## config.mk

```make
export PLATFORM = sky130hd
export DESIGN_NAME = escape_sequence_decoder
export DESIGN_NICKNAME = d
export VERILOG_FILES = /design/src/rtl/esd_pkg.sv /design/src/rtl/esd_step.sv /design/src/rtl/esd_outq.sv /design/src/rtl/escape_sequence_decoder.sv
export SDC_FILE = /design/constraint.sdc
export NUM_CORES = 1
export LEC_CHECK = 0
export BUFFER_PORTS_ARGS = -buffer_cell sky130_fd_sc_hd__clkbuf_2
export CAP_MARGIN = 10
export CORE_AREA = 2 2 104 106
export DETAILED_ROUTE_END_ITERATION = 10
export DIE_AREA = 0 0 106 108
export PLACE_DENSITY = 0.73
export SYNTH_ARGS = -nofsm -noshare
export SYNTH_HDL_FRONTEND = slang
export SYNTH_HIERARCHICAL = 1
export SYNTH_SLANG_ARGS = --single-unit
```

## constraint.sdc

```tcl
create_clock -name clk -period 12.1 [get_ports clk]
set_clock_uncertainty 0.2 [all_clocks]
set_input_delay 0.605 -clock clk [delete_from_list [all_inputs] [get_ports clk]]
set_output_delay 0.605 -clock clk [all_outputs]
set_load 0.03 [all_outputs]
```

## src/rtl/esd_pkg.sv

```systemverilog
// Shared types and constants for the escape sequence decoder.
// No dependencies; imported by every module of the block.
package esd_pkg;

  localparam int ESD_QDEPTH = 4;

  localparam logic [7:0] CH_BACKSLASH = 8'h5C;
  localparam logic [7:0] CH_A_LC      = 8'h61;
  localparam logic [7:0] CH_B_LC      = 8'h62;
  localparam logic [7:0] CH_E_LC      = 8'h65;
  localparam logic [7:0] CH_F_LC      = 8'h66;
  localparam logic [7:0] CH_N_LC      = 8'h6E;
  localparam logic [7:0] CH_R_LC      = 8'h72;
  localparam logic [7:0] CH_T_LC      = 8'h74;
  localparam logic [7:0] CH_V_LC      = 8'h76;
  localparam logic [7:0] CH_X_LC      = 8'h78;

  localparam logic [7:0] CTL_BEL = 8'h07;
  localparam logic [7:0] CTL_BS  = 8'h08;
  localparam logic [7:0] CTL_ESC = 8'h1B;
  localparam logic [7:0] CTL_FF  = 8'h0C;
  localparam logic [7:0] CTL_LF  = 8'h0A;
  localparam logic [7:0] CTL_CR  = 8'h0D;
  localparam logic [7:0] CTL_HT  = 8'h09;
  localparam logic [7:0] CTL_VT  = 8'h0B;

  typedef struct packed {
    logic       has_byte;
    logic [7:0] out_byte;
    logic       is_error;
    logic       is_last;
  } res_t;

endpackage

```

## src/rtl/esd_step.sv

```systemverilog
// Escape decoding state machine: holds mode, accumulator and digit count,
// and computes up to two result beats for the item at its input. Uses esd_pkg.
module esd_step (
  input  logic        clk,
  input  logic        rst_n,
  input  logic        item_kind,
  input  logic [7:0]  item_byte,
  input  logic        fire,
  output logic [1:0]  res_cnt,
  output esd_pkg::res_t res0,
  output esd_pkg::res_t res1
);
  import esd_pkg::*;

  typedef enum logic [2:0] {
    M_NORMAL = 3'd0,
    M_ESC    = 3'd1,
    M_HEX    = 3'd2,
    M_OCT    = 3'd3,
    M_DROP   = 3'd4
  } mode_t;

  mode_t      mode_r, mode_nxt;
  logic [7:0] acc_r, acc_nxt;
  logic [1:0] cnt_r, cnt_nxt;

  logic       hex_ok;
  logic [3:0] hex_val;
  logic       oct_ok;
  logic [2:0] oct_val;
  logic [7:0] hex_acc;
  logic [7:0] oct_acc;

  always_comb begin
    hex_ok  = 1'b1;
    hex_val = 4'd0;
    case (item_byte) inside
      [8'h30:8'h39]: hex_val = item_byte[3:0];
      [8'h41:8'h46],
      [8'h61:8'h66]: hex_val = item_byte[3:0] + 4'd9;
      default: hex_ok = 1'b0;
    endcase
  end

  assign oct_ok  = (item_byte[7:3] == 5'b00110);
  assign oct_val = item_byte[2:0];
  assign hex_acc = {acc_r[3:0], hex_val};
  assign oct_acc = {acc_r[4:0], oct_val};

  always_comb begin
    mode_nxt = mode_r;
    acc_nxt  = acc_r;
    cnt_nxt  = cnt_r;
    res_cnt  = 2'd0;
    res0     = '0;
    res1     = '0;
    if (item_kind) begin
      res_cnt       = 2'd1;
      res0.is_last  = 1'b1;
      case (mode_r)
        M_ESC, M_DROP: res0.is_error = 1'b1;
        M_HEX: begin
          if (cnt_r == 2'd0) begin
            res0.is_error = 1'b1;
          end else begin
            res0.has_byte = 1'b1;
            res0.out_byte = acc_r;
          end
        end
        M_OCT: begin
          res0.has_byte = 1'b1;
          res0.out_byte = acc_r;
        end
        default: ;
      endcase
      mode_nxt = M_NORMAL;
      acc_nxt  = '0;
      cnt_nxt  = '0;
    end else begin
      case (mode_r)
        M_ESC: begin
          mode_nxt      = M_NORMAL;
          res_cnt       = 2'd1;
          res0.has_byte = 1'b1;
          case (item_byte)
            CH_A_LC:      res0.out_byte = CTL_BEL;
            CH_B_LC:      res0.out_byte = CTL_BS;
            CH_E_LC:      res0.out_byte = CTL_ESC;
            CH_F_LC:      res0.out_byte = CTL_FF;
            CH_N_LC:      res0.out_byte = CTL_LF;
            CH_R_LC:      res0.out_byte = CTL_CR;
            CH_T_LC:      res0.out_byte = CTL_HT;
            CH_V_LC:      res0.out_byte = CTL_VT;
            CH_BACKSLASH: res0.out_byte = CH_BACKSLASH;
            CH_X_LC: begin
              res_cnt  = 2'd0;
              res0     = '0;
              mode_nxt = M_HEX;
              acc_nxt  = '0;
              cnt_nxt  = '0;
            end
            default: begin
              res0 = '0;
              if (oct_ok) begin
                res_cnt  = 2'd0;
                mode_nxt = M_OCT;
                acc_nxt  = {5'd0, oct_val};
                cnt_nxt  = 2'd1;
              end else begin
                res0.is_error = 1'b1;
                mode_nxt      = M_DROP;
                acc_nxt       = '0;
                cnt_nxt       = '0;
              end
            end
          endcase
        end
        M_HEX: begin
          if (hex_ok) begin
            if (cnt_r == 2'd1) begin
              res_cnt       = 2'd1;
              res0.has_byte = 1'b1;
              res0.out_byte = hex_acc;
              mode_nxt      = M_NORMAL;
              acc_nxt       = '0;
              cnt_nxt       = '0;
            end else begin
              acc_nxt = hex_acc;
              cnt_nxt = 2'd1;
            end
          end else if (cnt_r == 2'd0) begin
            res_cnt       = 2'd1;
            res0.is_error = 1'b1;
            mode_nxt      = M_DROP;
            acc_nxt       = '0;
            cnt_nxt       = '0;
          end else begin
            res_cnt       = 2'd1;
            res0.has_byte = 1'b1;
            res0.out_byte = acc_r;
            acc_nxt       = '0;
            cnt_nxt       = '0;
            if (item_byte == CH_BACKSLASH) begin
              mode_nxt = M_ESC;
            end else begin
              mode_nxt      = M_NORMAL;
              res_cnt       = 2'd2;
              res1.has_byte = 1'b1;
              res1.out_byte = item_byte;
            end
          end
        end
        M_OCT: begin
          if (oct_ok) begin
            if (cnt_r == 2'd2) begin
              res_cnt       = 2'd1;
              res0.has_byte = 1'b1;
              res0.out_byte = oct_acc;
              mode_nxt      = M_NORMAL;
              acc_nxt       = '0;
              cnt_nxt       = '0;
            end else begin
              acc_nxt = oct_acc;
              cnt_nxt = cnt_r + 2'd1;
            end
          end else begin
            res_cnt       = 2'd1;
            res0.has_byte = 1'b1;
            res0.out_byte = acc_r;
            acc_nxt       = '0;
            cnt_nxt       = '0;
            if (item_byte == CH_BACKSLASH) begin
              mode_nxt = M_ESC;
            end else begin
              mode_nxt      = M_NORMAL;
              res_cnt       = 2'd2;
              res1.has_byte = 1'b1;
              res1.out_byte = item_byte;
            end
          end
        end
        M_DROP: ;
        default: begin
          mode_nxt = M_NORMAL;
          if (item_byte == CH_BACKSLASH) begin
            mode_nxt = M_ESC;
          end else begin
            res_cnt       = 2'd1;
            res0.has_byte = 1'b1;
            res0.out_byte = item_byte;
          end
        end
      endcase
    end
  end

  always_ff @(posedge clk) begin
    if (!rst_n) begin
      mode_r <= M_NORMAL;
      acc_r  <= '0;
      cnt_r  <= '0;
    end else if (fire) begin
      mode_r <= mode_nxt;
      acc_r  <= acc_nxt;
      cnt_r  <= cnt_nxt;
    end
  end

  a_end_resets: assert property (@(posedge clk) disable iff (!rst_n)
    fire && item_kind |=> mode_r == M_NORMAL && acc_r == 8'd0 && cnt_r == 2'd0)
    else $error("end beat did not return decoder to reset state");

  a_last_single: assert property (@(posedge clk) disable iff (!rst_n)
    item_kind |-> res_cnt == 2'd1 && res0.is_last)
    else $error("end beat must give exactly one last result");

  a_digit_bound: assert property (@(posedge clk) disable iff (!rst_n)
    (mode_r == M_HEX |-> cnt_r <= 2'd1) and (mode_r == M_OCT |-> cnt_r != 2'd0))
    else $error("digit count out of range for mode");

endmodule

```

## src/rtl/esd_outq.sv

```systemverilog
// Result queue: takes up to two result beats per cycle, delivers one per
// cycle on the output stream while pop is high. Uses esd_pkg.
module esd_outq #(
  parameter int DEPTH = esd_pkg::ESD_QDEPTH
) (
  input  logic        clk,
  input  logic        rst_n,
  input  logic [1:0]  push_cnt,
  input  esd_pkg::res_t push0,
  input  esd_pkg::res_t push1,
  input  logic        pop,
  output logic        head_vld,
  output esd_pkg::res_t head,
  output logic [$clog2(DEPTH+1)-1:0] level
);
  import esd_pkg::*;

  localparam int PW = $clog2(DEPTH);
  localparam int LW = $clog2(DEPTH + 1);
  localparam logic [PW-1:0] LAST_IDX = PW'(DEPTH - 1);

  res_t          q_r [DEPTH];
  logic [PW-1:0] wp_r, wp_nxt, wp1, rp_r, rp_nxt;
  logic [LW-1:0] cnt_r, cnt_nxt;

  assign wp1      = (wp_r == LAST_IDX) ? '0 : wp_r + PW'(1);
  assign head_vld = (cnt_r != '0);
  assign head     = q_r[rp_r];
  assign level    = cnt_r;

  always_comb begin
    wp_nxt = wp_r;
    if (push_cnt == 2'd1) begin
      wp_nxt = wp1;
    end else if (push_cnt == 2'd2) begin
      wp_nxt = (wp1 == LAST_IDX) ? '0 : wp1 + PW'(1);
    end
    rp_nxt = rp_r;
    if (pop) begin
      rp_nxt = (rp_r == LAST_IDX) ? '0 : rp_r + PW'(1);
    end
    cnt_nxt = cnt_r + LW'(push_cnt) - LW'(pop);
  end

  always_ff @(posedge clk) begin
    if (!rst_n) begin
      wp_r  <= '0;
      rp_r  <= '0;
      cnt_r <= '0;
    end else begin
      wp_r  <= wp_nxt;
      rp_r  <= rp_nxt;
      cnt_r <= cnt_nxt;
    end
  end

  always_ff @(posedge clk) begin
    if (push_cnt != 2'd0) begin
      q_r[wp_r] <= push0;
    end
    if (push_cnt == 2'd2) begin
      q_r[wp1] <= push1;
    end
  end

endmodule

```

## src/rtl/escape_sequence_decoder.sv

```systemverilog
// Top level of the escape sequence decoder: input register, decoding state
// machine (esd_step) and result queue (esd_outq). Uses esd_pkg.
//
// Input stream: one character per beat in in_tdata; a beat with in_tlast
// high is the end of a string and its in_tdata is ignored. Output stream:
// out_tdata carries the decoded byte, out_tuser[0] says it is valid,
// out_tuser[1] flags a malformed or truncated escape, out_tlast marks the
// single result of an end beat. A backslash, the x of a hex escape and leading
// digits give no beat; a digit run ended by a plain character gives two beats.
// Path: a taken input beat is held in the input register, then its results are
// registered in the queue once they fit, and they leave from its head.
// Throughput: one input beat per cycle while the queue has room; the queue
// drains one result per cycle while out_tready is high, so a two-result item
// can hold input back when the queue runs full. in_tready drops while the
// input register holds an item whose results do not fit in the queue.
// Reset (rst_n low, synchronous) empties the queue and input register and
// returns the decoder to plain passthrough. When out_tready is low, results
// wait in the queue and input stalls once it fills.
module escape_sequence_decoder #(
  parameter int QDEPTH = esd_pkg::ESD_QDEPTH
) (
  input  logic       clk,
  input  logic       rst_n,
  input  logic       in_tvalid,
  output logic       in_tready,
  input  logic [7:0] in_tdata,   // [7:0] in_byte
  input  logic       in_tlast,   // kind: end of string
  output logic       out_tvalid,
  input  logic       out_tready,
  output logic [7:0] out_tdata,  // [7:0] out_byte
  output logic [1:0] out_tuser,  // [0] has_byte, [1] is_error
  output logic       out_tlast   // is_last
);
  import esd_pkg::*;

  localparam int LW = $clog2(QDEPTH + 1);

  logic          vld_r;
  logic          kind_r;
  logic [7:0]    byte_r;
  logic          fire;
  logic [1:0]    res_cnt;
  res_t          res0, res1;
  res_t          head;
  logic [LW-1:0] level;
  logic          pop;

  assign fire      = vld_r && ((LW + 1)'(level) + (LW + 1)'(res_cnt) <= (LW + 1)'(QDEPTH));
  assign in_tready = !vld_r || fire;
  assign pop       = out_tvalid && out_tready;

  always_ff @(posedge clk) begin
    if (!rst_n) begin
      vld_r <= 1'b0;
    end else if (in_tready) begin
      vld_r <= in_tvalid;
    end
  end

  always_ff @(posedge clk) begin
    if (in_tready && in_tvalid) begin
      kind_r <= in_tlast;
      byte_r <= in_tdata;
    end
  end

  esd_step u_step (
    .clk       (clk),
    .rst_n     (rst_n),
    .item_kind (kind_r),
    .item_byte (byte_r),
    .fire      (fire),
    .res_cnt   (res_cnt),
    .res0      (res0),
    .res1      (res1)
  );

  esd_outq #(
    .DEPTH (QDEPTH)
  ) u_outq (
    .clk      (clk),
    .rst_n    (rst_n),
    .push_cnt (fire ? res_cnt : 2'd0),
    .push0    (res0),
    .push1    (res1),
    .pop      (pop),
    .head_vld (out_tvalid),
    .head     (head),
    .level    (level)
  );

  assign out_tdata = head.out_byte;
  assign out_tuser = {head.is_error, head.has_byte};
  assign out_tlast = head.is_last;

  a_level_bound: assert property (@(posedge clk) disable iff (!rst_n)
    level <= LW'(QDEPTH))
    else $error("result queue overflow");

  a_fire_hold: assert property (@(posedge clk) disable iff (!rst_n)
    vld_r && !fire |=> vld_r && $stable(kind_r) && $stable(byte_r))
    else $error("pending beat lost while blocked");

  a_empty_after_drain: assert property (@(posedge clk) disable iff (!rst_n)
    level == LW'(1) && pop && !fire |=> !out_tvalid)
    else $error("queue shows a beat after draining");

endmodule
```

# After elaboration in Yosys (flattened, before gate mapping)
# Memory sizes are Yosys's and may differ from the RTL's. A register that Yosys moved wholly into a read port is not among the register bits.
# Cells that the tools add are included.
[totals] output_inout_bits=13 memories=1 in_bits=13 mem_bits_rw=44 register_bits=30 word_cells=146
[op_classes] addsub=8 muxes=76 reduce_logical=19 n_eq_ne=26 magnitude_cmp=7
[mem_list] name="u_outq.q_r" words=4 word_bits=11 rd=1 rd_ports_with_merged_regs=1 write_ports=2 line_no="esd_outq.sv:22" text="res_t q_r [DEPTH];"
[op_table] op="2-to-1 mux 9 bit" count=10
[op_table] op="== test 8 x 7 -> 1 bit, second input constant" count=10
[op_table] op="one-hot mux 7 bit (9 select lines)" count=1
[op_table] op="2-to-1 mux 8 bit" count=5
[op_table] op="one-hot mux 9 bit (2 select lines)" count=2
[op_table] op="one-hot mux 9 bit (4 select lines)" count=1
[op_table] op="2-to-1 mux 2 bit" count=17
[op_table] op="2-to-1 mux 3 bit" count=8
[op_table] op="one-hot mux 8 bit (3 select lines)" count=1
[op_table] op="2-to-1 mux 1 bit" count=19
[op_table] op=">= comparator 8 x 7 -> 1 bit, second input constant" count=2
[op_table] op="less-or-equal comparator 8 x 7 -> 1 bit, second input constant" count=2
[op_table] op="one-hot mux 8 bit (2 select lines)" count=1
[op_table] op="one-hot mux 3 bit (4 select lines)" count=1
[op_table] op="2-to-1 mux 11 bit" count=1
[op_table] op="== test 2 bit, second input constant" count=5
[op_table] op="OR reduction 10 bit" count=1
[op_table] op="OR reduction 9 bit" count=1
[op_table] op="adder 2 x 1 -> 2 bit, second input constant" count=4
[op_table] op=">= comparator 8 x 6 -> 1 bit, second input constant" count=1
[op_table] op="less-or-equal comparator 8 x 6 -> 1 bit, second input constant" count=1
[op_table] op="2-to-1 mux 4 bit" count=2
[op_table] op="inequality test 4 bit, second input constant" count=2
[op_table] op="one-hot mux 2 bit (2 select lines)" count=2
[op_table] op="other kinds (26)" count=36

# Depth between registers and ports, before layout
[logic_depth] word_depth=15 depth_mapped=20 ltp_nobuf=20

# By module
# Netlist, hierarchy kept.
[by_module_without_submodules] mod="esd_outq" instances=1 area_per_inst_um2=2685.1 seq_area_each_um2=1501.4 cells_each=168
[by_module_without_submodules] mod="esd_step" instances=1 area_per_inst_um2=1959.4 seq_area_each_um2=260.2 cells_each=277
[by_module_without_submodules] mod="escape_sequence_decoder" instances=1 area_per_inst_um2=437.9 seq_area_each_um2=290.3 cells_each=27

# Least setup slack after synthesis
# Ideal clock, no wire load.
[synth_path] kind="flip-flop to flip-flop" start="register byte_r[0]" end="memory u_outq/q_r[0][0] (netlist bit), enable pin" stages_incl_launch_ff=17 synth_period_minus_slack_ps=4982 setup_ps=394 setup_slack_ps=7118 path_buffers=0 arrival_time_ps=4388 t_required_ps=11506 path_cell_list="edfxtp_1 > inv_1 > ha_1 > or3b_2 > and3_1 > nor2_4 > xnor2_1 > o21a_1 > o221ai_1 > ha_1 > fa_1 > xnor2_1 > o21bai_2 > and4_1 > inv_1 > ha_1 > o21ai_0"
[synth_lines] item="start: declaration" line_no="escape_sequence_decoder.sv:40" text="logic [7:0] byte_r;"
[synth_lines] item="start signal: assignment" line_no="escape_sequence_decoder.sv:63" text="byte_r <= in_tdata;"
[synth_lines] item="end: declaration" line_no="esd_outq.sv:22"

==> impl_metrics.ini <==
[clock_tree]
cts-root-buf = clkbuf_8
post_cts_resized = 0
numClockSinks = 76
clk_latency_ns = 0.35
cts_made_buffers = 9
cts_tree = done
cts_buffer_depth = 2
cts_max_level = 3
postCtsSetupRepairBufs = 0
postCtsHoldBufs = 0
clk_pin_slew_worst_paths_ns = 0.09

[placement]
gp_congestion = 1.03
io_buffers = 25
place_ws_ns = 6.72
dp_hpwl_um = 9130

[global_route]
grt_pass1_vias = 3844
grt_usage_pct = 23.3
overflow = 0
grt_max_degree = 27
antenna_found_initial = 0
grt_pass1_wl_um = 20500

[floorplan]
die_area_um2 = 11400
pin_count = 26
rows = 37
core_region_area_um2 = 10200
dieWidth_um = 106
start_util_pct = 49.7
die_h_um = 108

[worst_setup_path]
reg2reg_from = byte_r[0]
worstPathArrival_ns = 5.30
cpMaxStageDelayCell = or3b_2
path_class = reg2reg
worstPathMaxFanout = 12
critPathMaxStageDelay_ns = 0.54
cp-end-kind = flop
path_cells = inv_1, ha_1, or3b_2, and3_1, nor2_4, xnor2_1, o21a_1, o221ai_1, ha_1, fa_1, xnor2_1, o21bai_2, and4_1, inv_1, ha_1, nand2_1, o21ai_0, buf_4
cp_common_cell = ha_1
crit_required_ns = 12.01
critPathLaunch = byte_r[0]
cp-start-kind = flop

[sta]
holdWs_ns = 0.221
final-setup-viol-count = 0
setup_tns_ns = 0
rsz0062_at_grt = no
tightestPinTransition_ns = 0.985
max_clock_freq_mhz = 185
finalCritPeriodShare_pct = 44.6
slew_headroom_pct = 33.7
worst_slack_ns = 6.71
slew_violations = 0
hold_viol = 0
fin_crit_ns = 5.39

[power_and_ir_drop]
clockPowerShare_pct = 28.8
power_frac_comb_pct = 26.0
switchingPower_uw = 236
finalPower_uw = 722
ir_drop_mv = 0.0621
swShare_pct = 32.6
power.density_nw_per_um2 = 131
p_int_uw = 486
pwr-share-seq_pct = 45.2
cellLeakagePower_uw = 0.00193

[final_layout]
regArea_um2 = 2050
final_core_util_pct = 53.7
fillers = 918
area_growth_pct = 8.17
multi_input_area_um2 = 2820
antennaDiodeCount = 0
nNetsFinal = 523
layout-drive-gt1-share_pct = 26.2

[run_status]
status = completed

[yosys]
netlist_area_um2 = 5080
synth_warnings = 6
yosys.area_share.simple_pct = 16.4
synth-seq-cells = 76
ys_top_cells_by_area = edfxtp_1, mux2_2, dfxtp_1
synthAdderAreaFrac_pct = 5.96
synth_seq_area_share_pct = 40.4
syn_area_per_cell_um2 = 10.8
synth_compound_area_share_pct = 16.3
synth_xor_area_share_pct = 1.30
synth_mux_area_share_pct = 15.2
synth_area_leader_cell = edfxtp_1
synthCells = 472
synth_top_family_by_area = simple AND/OR/NAND/NOR gates
synth_edf_count = 53
yosys.area.top_type_share_pct = 31.3
yosysUniqueCellTypes = 76
async_flop_share_pct = 0
synth_flop_cell = edfxtp_1

[run]
max_cap_violations = 0

[route]
vias_per_cell = 6.33
drt_first_pass_iters = 6
drt_wl_total_um = 12800
drt_iter0_markers = 329
vias = 3976
final_antenna_net_count = 0
wl_per_cell_um = 20.3
drcViolationCount = 0

[worst_hold_path]
hold_path.class = in2reg
hp-start = in_tdata[2]
==> kinds of logic after synthesis <==
kind of cell | after synthesis
and+or+nand+nor | 150
AOI/OAI and AO/OA | 111
DFF | 76
muxes | 58
buffers and inverters | 47
adders and majority gates | 23
xor gates and xnor gates | 6
other | 1
==> through the flow <==
| step | cell area, um^2 | cells |
|---|---|---|
| after floorplan | 5090 | 473 |
| after global placement | 5280 | 612 |
| after detailed placement | 5280 | 612 |
| after CTS | 5500 | 628 |
| after global routing | 5500 | 628 |
| final | 5500 | 628 |
==> state kept, by name, summed over array words and instances, names as in the netlist, named ones only <==
signal	count
u_outq/q_r	44
u_step/acc_r	8
u_outq/rp_r	2
u_step/cnt_r	2
u_outq/level	3
byte_r	8
u_step/mode_r	3
kind_r	1
u_outq/wp_r	2
vld_r	1
==> power by group through the flow <==
stage	combinational [uW]	clock [uW]	sequential, uW
5_1_grt	205	223	331
3_3_place_gp	181	0	332
3_5_place_dp	187	0	333
2_1_floorplan	155	0	319
6_report	187	208	326
4_1_cts	188	214	327
==> final timing paths <==
check                                        end  slack [ns]  cells past startpoint
worst max-delay path            u_outq/q_r[1][3]        6.71                     18
worst min-delay path                   byte_r[2]        0.22                      1
worst max register to register  u_outq/q_r[1][3]        6.71                     18
worst min register to register    u_outq/rp_r[0]        0.34                      2
==> metal layers <==
layer | vias to the layer above | GRT usage, % | wire, um
met5 | - | 0 | 0
met4 | 0 | 10.9 | 465
met3 | 38 | 3.74 | 792
met2 | 175 | 39.0 | 6190
met1 | 1951 | 29.7 | 5310
li1 | 1812 | - | -
==> worst max-delay path, delay by kind of cell (launching register included) <==
family | cells | cell delay (ns)
AND/OR/NAND/NOR | 5 | 1.68
adder cells (fa/ha/maj) | 4 | 1.15
AO/OA/AOI/OAI | 4 | 0.65
buffers and inverters | 3 | 0.61
flip-flops | 1 | 0.52
XOR/XNOR | 2 | 0.32
==> synth_stat cells (3+ instances only) <==
master      n
o211ai_1    3
edfxtp_1   53
and3_1      4
mux4_2     11
xnor2_1     4
o2bb2ai_1   7
dfxtp_1    23
nor3_1     11
mux2_2     45
nand2_1    39
buf_4       4
o21ai_0    26
o31ai_1     5
and2_1     11
nor4_1      3
inv_1      18
o2111ai_1   3
a22oi_1     8
nor2b_1     8
nor2_1     25
a32oi_1     3
nand4_1     3
or3_1       4
o21a_1      3
ha_1       21
a31oi_1     6
or3b_2      4
clkbuf_1   11
nand3_1    15
nand2b_1    5
buf_2      10
a21oi_1    17
==> layout by cell type (no fill, tap or decap), types with 8 or more instances in the layout <==
| master | n |
|---|---|
| a21oi_1 | 17 |
| a22oi_1 | 8 |
| and2_1 | 11 |
| clkbuf_2 | 25 |
| clkbuf_8 | 9 |
| dfxtp_1 | 23 |
| edfxtp_1 | 53 |
| ha_1 | 21 |
| inv_1 | 18 |
| mux2_2 | 45 |
| mux4_2 | 11 |
| nand2_1 | 39 |
| nand3_1 | 15 |
| nor2_1 | 25 |
| nor2b_1 | 8 |
| nor3_1 | 11 |
| o21ai_0 | 26 |
==> final cells by class <==
type	count	area share, %
Timing Repair Buffer	31	3.10
Clock inverter	5	0.819
Clock buffer	11	3.16
Tap cell	136	3.10
Sequential cell	76	37.3
Inverter	19	1.30
Multi-Input combinational cell	350	51.2
Note: power is estimated with default switching activity, not from simulation.
